==> src/hw/rtl/gstf_pkg.sv <==
// Shared types and constants for the gated segment transmit queue.
// Holds status codes, state encodings and the structures passed between stages.
// No dependencies.
`timescale 1ns / 1ps
`default_nettype none

package gstf_pkg;

  localparam int QUEUE_DEPTH_DEF   = 16;
  localparam int PAYLOAD_BYTES_DEF = 64;

  localparam int SEG_W      = 16;
  localparam int BYTE_W     = 8;
  localparam int REQ_W      = 16;
  localparam int LEN_OUT_W  = 7;
  localparam int JOB_SLOT_W = 8;
  localparam int META_W     = SEG_W + LEN_OUT_W;
  localparam int OQ_DEPTH   = 4;
  localparam int OQ_PTR_W   = $clog2(OQ_DEPTH);
  localparam int OQ_CNT_W   = $clog2(OQ_DEPTH + 1);

  typedef enum logic [1:0] {
    ST_ENQUEUED = 2'd0,
    ST_DROPPED  = 2'd1,
    ST_GRANTED  = 2'd2,
    ST_REFUSED  = 2'd3
  } status_t;

  typedef enum logic [1:0] {
    FS_IDLE   = 2'b01,
    FS_LOOKUP = 2'b10
  } front_state_t;

  typedef enum logic [1:0] {
    BS_IDLE   = 2'b01,
    BS_STREAM = 2'b10
  } back_state_t;

  typedef struct packed {
    logic                  stream;
    status_t               status;
    logic [SEG_W-1:0]      seg;
    logic [JOB_SLOT_W-1:0] slot;
    logic [LEN_OUT_W-1:0]  n;
  } job_t;

  typedef struct packed {
    status_t              status;
    logic [SEG_W-1:0]     seg;
    logic [BYTE_W-1:0]    data;
    logic                 valid;
    logic [LEN_OUT_W-1:0] len;
    logic                 last;
  } result_t;

endpackage

`default_nettype wire

==> src/hw/rtl/gstf_back.sv <==
// Back stage: turns jobs into result items, streaming payload bytes from the store.
// Depends on gstf_pkg; reads the payload RAM instanced at the top level.
`timescale 1ns / 1ps
`default_nettype none

module gstf_back #(
  parameter int QUEUE_DEPTH   = gstf_pkg::QUEUE_DEPTH_DEF,
  parameter int PAYLOAD_BYTES = gstf_pkg::PAYLOAD_BYTES_DEF
) (
  input  wire logic                                    clk,
  input  wire logic                                    rst,
  input  wire gstf_pkg::job_t                          jq_job,
  input  wire logic                                    jq_empty,
  output logic                                         jq_pop,
  output logic                                         stream_done,
  output logic [$clog2(QUEUE_DEPTH*PAYLOAD_BYTES)-1:0] pay_raddr,
  input  wire logic [gstf_pkg::BYTE_W-1:0]             pay_rdata,
  output logic                                         empty,
  input  wire logic                                    pop,
  output gstf_pkg::result_t                            head_result
);
  import gstf_pkg::*;

  localparam int SLOT_W = $clog2(QUEUE_DEPTH);
  localparam int ADDR_W = $clog2(QUEUE_DEPTH * PAYLOAD_BYTES);

  back_state_t          state, state_next;
  logic [SLOT_W-1:0]    slot;
  logic [SEG_W-1:0]     seg;
  logic [LEN_OUT_W-1:0] n;
  logic [LEN_OUT_W-1:0] idx;
  logic                 inflight;
  logic [SEG_W-1:0]     if_seg;
  logic [LEN_OUT_W-1:0] if_n;
  logic                 if_last;

  result_t              oq [OQ_DEPTH];
  logic [OQ_PTR_W-1:0]  oq_wr, oq_rd;
  logic [OQ_CNT_W-1:0]  oq_count;

  logic    room;
  logic    issue;
  logic    issue_last;
  logic    direct_wr;
  logic    load;
  logic    oq_we;
  logic    oq_pop;
  result_t oq_wdata;

  assign room       = ({1'b0, oq_count} + (OQ_CNT_W + 1)'(inflight)) <
                      (OQ_CNT_W + 1)'(OQ_DEPTH);
  assign issue_last = ((idx + 1'b1) == n);
  assign pay_raddr  = ADDR_W'(slot) * ADDR_W'(PAYLOAD_BYTES) + ADDR_W'(idx);

  always_comb begin
    state_next  = state;
    jq_pop      = 1'b0;
    direct_wr   = 1'b0;
    load        = 1'b0;
    issue       = 1'b0;
    stream_done = 1'b0;
    case (state)
      BS_IDLE: begin
        if (!jq_empty) begin
          if (jq_job.stream) begin
            jq_pop     = 1'b1;
            load       = 1'b1;
            state_next = BS_STREAM;
          end else if (!inflight && (oq_count < OQ_CNT_W'(OQ_DEPTH))) begin
            jq_pop      = 1'b1;
            direct_wr   = 1'b1;
            stream_done = (jq_job.status == ST_GRANTED);
          end
        end
      end
      BS_STREAM: begin
        if (room) begin
          issue = 1'b1;
          if (issue_last) begin
            stream_done = 1'b1;
            state_next  = BS_IDLE;
          end
        end
      end
      default: begin
        state_next = BS_IDLE;
      end
    endcase
  end

  always_comb begin
    if (inflight) begin
      oq_wdata = '{status: ST_GRANTED, seg: if_seg, data: pay_rdata, valid: 1'b1,
                   len: if_n, last: if_last};
    end else begin
      oq_wdata = '{status: jq_job.status, seg: jq_job.seg, data: '0, valid: 1'b0,
                   len: '0, last: 1'b1};
    end
  end

  assign oq_we       = inflight || direct_wr;
  assign oq_pop      = pop && (oq_count != '0);
  assign empty       = (oq_count == '0);
  assign head_result = oq[oq_rd];

  always_ff @(posedge clk) begin
    if (rst) begin
      state    <= BS_IDLE;
      inflight <= 1'b0;
      oq_wr    <= '0;
      oq_rd    <= '0;
      oq_count <= '0;
    end else begin
      state    <= state_next;
      inflight <= issue;
      if (oq_we) begin
        oq_wr <= oq_wr + 1'b1;
      end
      if (oq_pop) begin
        oq_rd <= oq_rd + 1'b1;
      end
      oq_count <= oq_count + OQ_CNT_W'(oq_we) - OQ_CNT_W'(oq_pop);
    end
  end

  always_ff @(posedge clk) begin
    if (load) begin
      slot <= jq_job.slot[SLOT_W-1:0];
      seg  <= jq_job.seg;
      n    <= jq_job.n;
      idx  <= '0;
    end else if (issue) begin
      idx <= idx + 1'b1;
    end
    if (issue) begin
      if_seg  <= seg;
      if_n    <= n;
      if_last <= issue_last;
    end
    if (oq_we) begin
      oq[oq_wr] <= oq_wdata;
    end
  end

endmodule

`default_nettype wire

==> config.mk <==
export PLATFORM = sky130hd
export DESIGN_NAME = gstf_back
export DESIGN_NICKNAME = d
export VERILOG_FILES = /design/src/hw/rtl/gstf_pkg.sv /design/src/hw/rtl/gstf_back.sv
export SDC_FILE = /design/constraint.sdc
export NUM_CORES = 1
export LEC_CHECK = 0
export CORE_ASPECT_RATIO = 1.1
export CORE_UTILIZATION = 32
export CTS_CLUSTER_SIZE = 25
export DETAILED_ROUTE_END_ITERATION = 10
export DONT_BUFFER_PORTS = 1
export GPL_TIMING_DRIVEN = 0
export HOLD_SLACK_MARGIN = 0.02
export PLACE_DENSITY = 0.48
export SYNTH_ARGS = -nofsm -noshare
export SYNTH_HDL_FRONTEND = slang
export SYNTH_SLANG_ARGS = --single-unit
==> constraint.sdc <==
create_clock -name clk -period 3.4 [get_ports clk]
set_input_delay 0.68 -clock clk [delete_from_list [all_inputs] [get_ports clk]]
set_output_delay 0.68 -clock clk [all_outputs]
set_load 0.005 [all_outputs]
Word-level counts from Yosys, hierarchy flattened
Memory sizes are Yosys's and may differ from the RTL's. A register that Yosys moved wholly into a read port is not among the register bits.
Index checks and enable logic that the tools add are counted.
{"block": "word_totals", "output_inout_bits": 48, "mem_bits_rw": 140, "word_cells": 65, "memories": 1, "inputBits": 46, "regBits": 68}
{"block": "op_classes", "n_mux": 28, "n_addsub": 7, "magnitude_cmp": 2, "reduce_logical": 7, "eq_ne": 8}
{"name": "oq", "words": 4, "width": 35, "rd": 1, "rd_ports_with_merged_regs": 1, "write_ports": 1, "line": "gstf_back.sv:37", "source": "result_t oq [OQ_DEPTH];"}
{"operator": "$mux W35", "n": 1}
{"operator": "$mux W1", "n": 19}
{"operator": "$mux W2", "n": 6}
{"operator": "$add A10 B7 Y10", "n": 1}
{"operator": "$ne A2 B2 Y1 const B", "n": 4}
{"operator": "$add A7 B1 Y7 const B", "n": 1}
{"operator": "$eq A7 B7 Y1", "n": 1}
{"operator": "$add A2 B1 Y2 const B", "n": 2}
{"operator": "$add A3 B1 Y4", "n": 1}
{"operator": "$eq A2 B2 Y1 const B", "n": 2}
{"operator": "$lt A4 B3 Y1 const B", "n": 1}
{"operator": "$pmux W2 S2", "n": 1}
{"operator": "$reduce_and A4 Y1", "n": 1}
{"operator": "$add A3 B1 Y3", "n": 1}
{"operator": "$logic_not A3 Y1", "n": 1}
{"operator": "$lt A3 B3 Y1 const B", "n": 1}
{"operator": "$reduce_bool A3 Y1", "n": 1}
{"operator": "$sub A3 B1 Y3", "n": 1}
{"operator": "$eq A2 B1 Y1 const B", "n": 1}
{"operator": "$logic_and A1 B1 Y1", "n": 2}
{"operator": "$pmux W1 S2", "n": 1}
{"operator": "$logic_not A1 Y1", "n": 1}
{"operator": "$logic_or A1 B1 Y1", "n": 1}

Longest topological paths before layout
Gate-level depths: netlist of the first run.
{"block": "depth", "depth_word": 9, "ltp_mapped": 11, "depth_no_buf": 11}

Worst setup path before layout of the first run
OpenSTA, ideal clock, no wires.
{"block": "synth_path", "path_kind": "input port to flip-flop", "from": "in jq_empty", "to": "mem oq[0][0] (netlist name), enable pin", "arrival_time_ns": 2.677, "path_stages": 3, "n_path_buf": 0, "t_required_ns": 2.969, "setup_time_ns": 0.431, "slack_ns": 0.292, "path_cell_list": "nor2b_1 > a21oi_1 > nor2b_1"}
{"block": "synth_via", "elab_chain_cells": 5}
{"item": "start: declaration", "line": "gstf_back.sv:13", "source": "input wire logic jq_empty,"}
{"item": "$mux W1", "line": "gstf_back.sv:64", "source": "if (!jq_empty) begin"}
{"item": "$mux W1", "line": "gstf_back.sv:62", "source": "case (state)"}
{"item": "$logic_or A1 B1 Y1", "line": "gstf_back.sv:101", "source": "assign oq_we = inflight || direct_wr;"}
{"item": "$mux W1", "line": "gstf_back.sv:140", "source": "if (oq_we) begin"}
{"item": "$mux W1 (implied by the code)", "line": "gstf_back.sv:141", "source": "oq[oq_wr] <= oq_wdata;"}
{"item": "end: declaration", "line": "gstf_back.sv:37"}
Every way passes these cells.

Final worst setup path of the first run
{"block": "layout_path", "from": "reg idx[0]", "to": "out stream_done"}
{"block": "layout_via", "elab_chain_cells": 5}
{"item": "start: declaration", "line": "gstf_back.sv:31", "source": "logic [LEN_OUT_W-1:0] idx;"}
{"item": "start signal: assignment", "line": "gstf_back.sv:133", "source": "idx <= idx + 1'b1;"}
{"item": "$add A7 B1 Y7", "line": "gstf_back.sv:52", "source": "assign issue_last = ((idx + 1'b1) == n);"}
{"item": "$eq A7 B7 Y1", "line": "gstf_back.sv:52"}
{"item": "via issue_last", "line": "gstf_back.sv:43", "source": "logic issue_last;"}
{"item": "$mux W1", "line": "gstf_back.sv:79", "source": "if (issue_last) begin"}
{"item": "$mux W1", "line": "gstf_back.sv:77", "source": "if (room) begin"}
{"item": "$pmux W1 S2", "line": "gstf_back.sv:62"}
{"item": "end: declaration", "line": "gstf_back.sv:15", "source": "output logic stream_done,"}
The timed path passes the listed nets, and every way through them passes these cells.

==> metrics, run 1 <==
Area Growth Syn to Fin 16.4%; DRC 0; CTS sink count 210; relative slew slack between 10% and 20%; worst-path fanout max 6; Critical Path Source Type register; CORE AREA 0.0248 mm^2; CTS root buffer clkbuf_16; DIE AREA roughly 0.026 mm^2; total track usage 12.7%; reg-to-reg startpoint state[1]$_SDFFE_PP0P_; Core Rows 60; pwr dens 681 mW/mm^2; post-synth net total about 480; total CTS buffers 23; Final Skew 0.00857 ns; Worst EP arrival 2.51 ns; Critical Path RT 2.72 ns; GP Congestion ~0.74; htree depth 1; max cap viols 0; largest net degree at the start of global routing 35; Final Setup Violations 0; Die W about 150 um; DR pass1 iterations 4; Max VDD drop approximately 300 uV; Placed Cells 733; Post-synth EDFFs between 150 and 200; Final Cycle Share between 90 and 100%; clk_lat worst skew 0.49 ns; synth unique cells 45; Syn Area/Cell 19.5 um^2; element type at the critical path end primary output; post-CTS setup buffers 0; max-slew violations 0; RSZ-0062 raised after global routing no; flops & latches, synth 210; fmax about 0.31 GHz; layout cells sized above 1 25.4%; starting density of the core 32.9%; 1st-iter DRT viols 215; Post-Syn Area 0.00816 mm^2; IO buf count 0; antenna viol nets, final 0; crit path kind reg2out; Yosys Warn Count 0; Tmin final between 3 and 4 ns; GRT overflow 0; HP Start jq_job[19]; leakage power 3.19 nW; number of I/O pins 94; post-layout util 38.3%; Final Hold Fails 0; vias per inst 4.83; final std cells w/o fill 774; Mapped Cells ~420; Worst Tran Pin Value 1.25 ns; outcome finished clean; asr flop ratio synth 0%; wire per inst 20.9 um; dpl hpwl about 10000 um; sequential share of the synthesized area 74.9%; HP Class in2reg; Total Nets Final a little over 500; clk buf depth 3; CP startpoint idx[0]$_SDFFE_PP0P_; first-pass GRT wire length roughly 25000 um; Primary FF master, synth edfxtp_1; initial antenna violation count 0; vias in the first global route 4136; CTS tree yes; Clock Pin Slew Worst Setup and Hold Paths 0.06 ns; hold_buf cts 0; Gates resized, CTS repair 0; setup TNS 0 ns; final WL about 16000 um; ANT cells 0; vias 3737; DIE HEIGHT 169 um
## cells in the final DEF (no fill, tap or decap), types with 2 or more instances in the layout
master     instances
nor2b_1            4
ha_1              12
and3_2             2
nand2_1            5
nand3b_1           2
clkbuf_8           2
bufinv_16          6
nand4_1            2
mux4_2            35
buf_12             4
dfxtp_1           19
nor3_1             4
clkbuf_16         23
a21oi_1            2
nand3_1            8
buf_4              6
o21ai_0            3
xnor2_1           11
nor2b_4            4
edfxtp_1         191
mux2_2            16
buf_2              4
inv_1              9
nand2b_1           2
xor2_1             9
nor2_1            20
clkinv_2           6
clkbuf_1          11
and2_1            16
o211a_1            3
## final timing paths
check                           endpoint  slack [ns]  cells past startpoint
hold reg to reg     if_seg[14]$_DFFE_PP_        0.42                      0
setup reg to reg  oq_count[2]$_SDFF_PP0_        0.33                     11
setup / recovery             stream_done        0.21                      6
hold / removal          seg[4]$_DFFE_PP_        0.28                      0
## stage by stage
| stage | power (mW) | setup WS, ns | hold WS (ns) | cell area (um^2) |
|---|---|---|---|---|
| after detailed placement | 3.85 | 0.297 | 0.407 | 8660 |
| after CTS | 6.59 | 0.180 | 0.253 | 9500 |
| final | 6.47 | 0.208 | 0.278 | 9500 |
| after global routing | 6.75 | 0.0526 | 0.248 | 9500 |
| after global placement | 3.82 | -1.49 | 0.405 | 8550 |
| after floorplan | 3.62 | 0.292 | 0.400 | 8160 |
## area by class of cell
type,count,area [um^2]
plain buffers,20,103
clock buffers,27,611
clock inverters,14,226
fillers,2285,15300
inverters,10,38.8
multi-input cells,179,1940
flip-flops and latches,210,6120
well taps,310,388
repair buffers,4,80.1
## cells by family (layout without fill, tap and decap cells)
| family | count (synthesis) | after routing | share of synthesized area, % |
|---|---|---|---|
| adders and majority gates | 13 | 13 | 2.08 |
| DFF | 210 | 210 | 74.9 |
| xor gates and xnor gates | 20 | 20 | 2.15 |
| and+or+nand+nor | 78 | 78 | 5.27 |
| AOI/OAI and AO/OA | 16 | 16 | 1.86 |
| buffers and inverters | 30 | 75 | 1.72 |
| muxes | 52 | 52 | 12.0 |
## cell usage after synthesis, types with 2 or more instances
| library cell | count | area share (%) |
|---|---|---|
| o21ai_0 | 3 | 0.18 |
| mux4_2 | 35 | 9.7 |
| and2_1 | 16 | 1.2 |
| and3_2 | 2 | 0.18 |
| nand4_1 | 2 | 0.15 |
| nand3_1 | 8 | 0.49 |
| mux2_2 | 16 | 2.2 |
| nor3_1 | 4 | 0.25 |
| nand2b_1 | 2 | 0.15 |
| o211a_1 | 3 | 0.37 |
| ha_1 | 12 | 1.8 |
| xnor2_1 | 11 | 1.2 |
| clkbuf_1 | 9 | 0.41 |
| nand3b_1 | 2 | 0.18 |
| buf_4 | 6 | 0.55 |
| xor2_1 | 9 | 0.97 |
| nor2b_1 | 8 | 0.61 |
| dfxtp_1 | 19 | 4.7 |
| a21oi_1 | 2 | 0.12 |
| inv_1 | 9 | 0.41 |
| edfxtp_1 | 191 | 70 |
| buf_2 | 4 | 0.25 |
| nor2_1 | 20 | 0.92 |
| nand2_1 | 5 | 0.23 |
## metal layers
metal | wire [um] | GRT usage [%] | vias up
met1 | 6890 | 15.5 | 1934
met2 | 8250 | 22.7 | 88
met4 | 229 | 3.53 | 0
li1 | - | - | 1697
met3 | 797 | 2.81 | 18
met5 | 0 | 0 | -
## power breakdown
part | switching [mW] | internal, mW | total [mW]
Combinational | 0.424 | 0.359 | 0.783
Clock | 0.974 | 1.74 | 2.71
Sequential | 0.0515 | 2.92 | 2.98
## worst max-delay path: stages, from the launching register on
cell and delay (ns):
dfxtp_1 0.45, ha_1 0.28, nand3_2 0.11, or3_4 0.40
a2111oi_4 0.40, o31a_4 0.24, a21o_2 0.13
## sequential cells by signal, summed over array words and instances (netlist names), named ones only
register and count:
state 2, if_last 1, slot 4, oq_count 3
inflight 1, oq_rd 2, oq_wr 2, if_n 7
idx 7, n 7, if_seg 16, seg 16
oq 140
Note: power is estimated with default switching activity, not from simulation.
==> run 2, diff against run 1 <==
- ABC_AREA: unset -> 1
- CORE_MARGIN: unset -> 8
==> metrics, run 2 <==
outcome finished clean; Placed Cells 1009; post-synth net total 717; sw power 1.71 mW; Clock Pin Slew Worst Setup and Hold Paths 0.06 ns; number of I/O pins 94; Die W 169 um; htree depth 1; vias in the first global route 5128; CP max stage cell dfxtp_1; 1st-iter DRT viols 287; Hold Crit Depth 1; fmax 0.319 GHz; CP peak stage delay 0.45 ns; Critical Path Source Type register; clk_lat worst skew 0.51 ns; Top reg by flops oq; vias per inst approximately 4.7; Final Setup Violations 0; final WL approximately 20000 um; Seq pwr share 46.4%; asr flop ratio synth 0%; R2R depth 11; Sw Ratio 26.6%; Final Skew 0.0150 ns; Max VDD drop 400 uV; pwr dens between 600 and 700 mW/mm^2; synth top area cells edfxtp_1, o21ai_0, nand2_1; CTS sink count 210; final std cells w/o fill 1053; RSZ-0062 raised after global routing no; CP cell instances buf_6, nand3_2, xnor2_1, a31oi_1, nand2_1, inv_2, buf_12, nand2_1, a21oi_2; relative slew slack between 50% and 60%; CTS tree yes; wire per inst 18.6 um; hold_buf cts 0; CTS root buffer clkbuf_16; cell mode on critical path nand2_1; max cap viols 0; worst-path fanout max 33; Area Growth Syn to Fin 16.9%; CORE AREA ~0.025 mm^2; Yosys Warn Count 0; Final Hold Fails 0; max-slew violations 0; Critical Path RT about 2.7 ns; Mapped Cells 658; Worst Tran Pin Value 0.684 ns; final std cell area, no fill between 0.009 and 0.01 mm^2; first-pass GRT wire length 29900 um; flops & latches, synth 210; Post-synth EDFFs 191; largest net degree at the start of global routing 34; total track usage 12.4%; starting density of the core 32.5%; DIE HEIGHT 184 um; setup TNS 0 ns; Total Nets Final approximately 750; overall power 6.44 mW; layout cells sized above 1 9.05%; most common cell after layout, fill and taps aside edfxtp_1; biggest regs oq: 140 flops, if_seg: 16 flops, seg: 16 flops; synth unique cells 29; clk buf depth 3; post-layout util roughly two fifths; DRC 0; Comb power frac ~14%; commonest non-fill, non-tap cells in the layout edfxtp_1, nand2_1, nor2_1, o21ai_0, inv_1; GRT overflow 0; initial antenna violation count 0; area share of the largest cell type after synthesis 69.5%; vias 4977; Tmin final 3.13 ns; HP Class in2reg; Primary FF master, synth edfxtp_1; P_int 4.73 mW; Post-Syn Area between 0.008 and 0.009 mm^2; DP Area 0.00884 mm^2; DIE AREA 0.0312 mm^2; leakage power 3.52 nW; Final Cycle Share 92.2%; Syn Area/Cell 12.5 um^2; total CTS buffers 24; most frequent cell after synthesis edfxtp_1; IO buf count 0; area leader, netlist edfxtp_1; DR pass1 iterations 5; GP Congestion 0.786; max reg flops 140; Core Rows 61; Worst EP arrival 2.45 ns; sequential share of the synthesized area 74.2%; element type at the critical path end primary output; ANT cells 0; power share of the clock group 39.2%; crit path kind reg2out; antenna viol nets, final 0; Commonest cells post-synth edfxtp_1, nand2_1, nor2_1; dpl hpwl 13200 um
==> run 2: changes by cell type after synthesis, sizes merged, moves of 33 or more <==
cell	delta
o22ai	+33
mux4	-35
o21ai	+80
nand2	+97
inv	+42
nor2	+70
==> run 2: metrics by stage <==
stage / hold slack, ns / setup slack, ns
global placement: 0.400 / -1.33
floorplan: 0.400 / 0.430
global route: 0.205 / 0.0207
finish: 0.227 / 0.265
CTS: 0.200 / 0.00645
detailed placement: 0.405 / 0.463
==> run 2: cell families (layout without fill, tap and decap cells) <==
logic type                 Yosys count  after routing  share of synthesized area, %
buffers and inverters               86            135                          4.29
AOI/OAI and AO/OA                  133            133                          8.71
DFF                                210            210                          74.2
and+or+nand+nor                    210            210                          10.1
adders and majority gates           13             13                          2.06
xor gates and xnor gates             6              6                         0.637
==> run 2: what timing repair did <==
| action | in CTS | in global routing |
|---|---|---|
| resized for setup | 1 | 4 |
| buffers inserted | 0 | 0 |
| endpoints found under the setup margin | 1 | 1 |
| hold endpoints to repair | 0 | 0 |
==> run 2: metal layers <==
| layer | GRT usage (%) | vias to the layer above | share of wire [%] |
|---|---|---|---|
| li1 | - | 2371 | - |
| met1 | 15.2 | 2425 | 42 |
| met2 | 21.4 | 162 | 49 |
| met3 | 3.40 | 19 | 7.5 |
| met4 | 3.40 | 0 | 1.4 |
| met5 | 0 | - | 0 |
==> run 2: cell type report <==
| cell class | count | area (um^2) |
|---|---|---|
| clock buffers | 32 | 672 |
| multi-input cells | 362 | 1820 |
| flip-flops and latches | 210 | 6120 |
| well taps | 346 | 433 |
| clock inverters | 12 | 118 |
| repair buffers | 5 | 115 |
| fillers | 2459 | 15700 |
| plain buffers | 33 | 170 |
| inverters | 53 | 199 |
==> run 2: final timing paths <==
| path | startpoint | end | slack, ns |
|---|---|---|---|
| max reg2reg | inflight$_SDFF_PP0_ | oq_count[2]$_SDFF_PP0_ | 0.79 |
| min reg2reg | seg[12]$_DFFE_PP_ | if_seg[12]$_DFFE_PP_ | 0.42 |
| max | inflight$_SDFF_PP0_ | stream_done | 0.27 |
| min | rst | state[1]$_SDFFE_PP0P_ | 0.23 |
==> run 2: critical path, delay by kind of cell (launching register included) <==
kind                      cells  cell delay (ns)
buffers and inverters         3             0.57
and+or+nand+nor               3             0.37
xor gates and xnor gates      1             0.13
DFF                           1             0.45
AOI/OAI and AO/OA             2             0.42
==> run 2: power groups by stage <==
| stage | registers [mW] | logic [mW] | clock network [mW] |
|---|---|---|---|
| after floorplan | 3.03 | 0.598 | 0 |
| after global placement | 3.05 | 0.911 | 0 |
| after detailed placement | 3.04 | 0.967 | 0 |
| after CTS | 2.99 | 0.969 | 2.59 |
| after global routing | 3.00 | 1.06 | 2.69 |
| final | 2.99 | 0.929 | 2.52 |
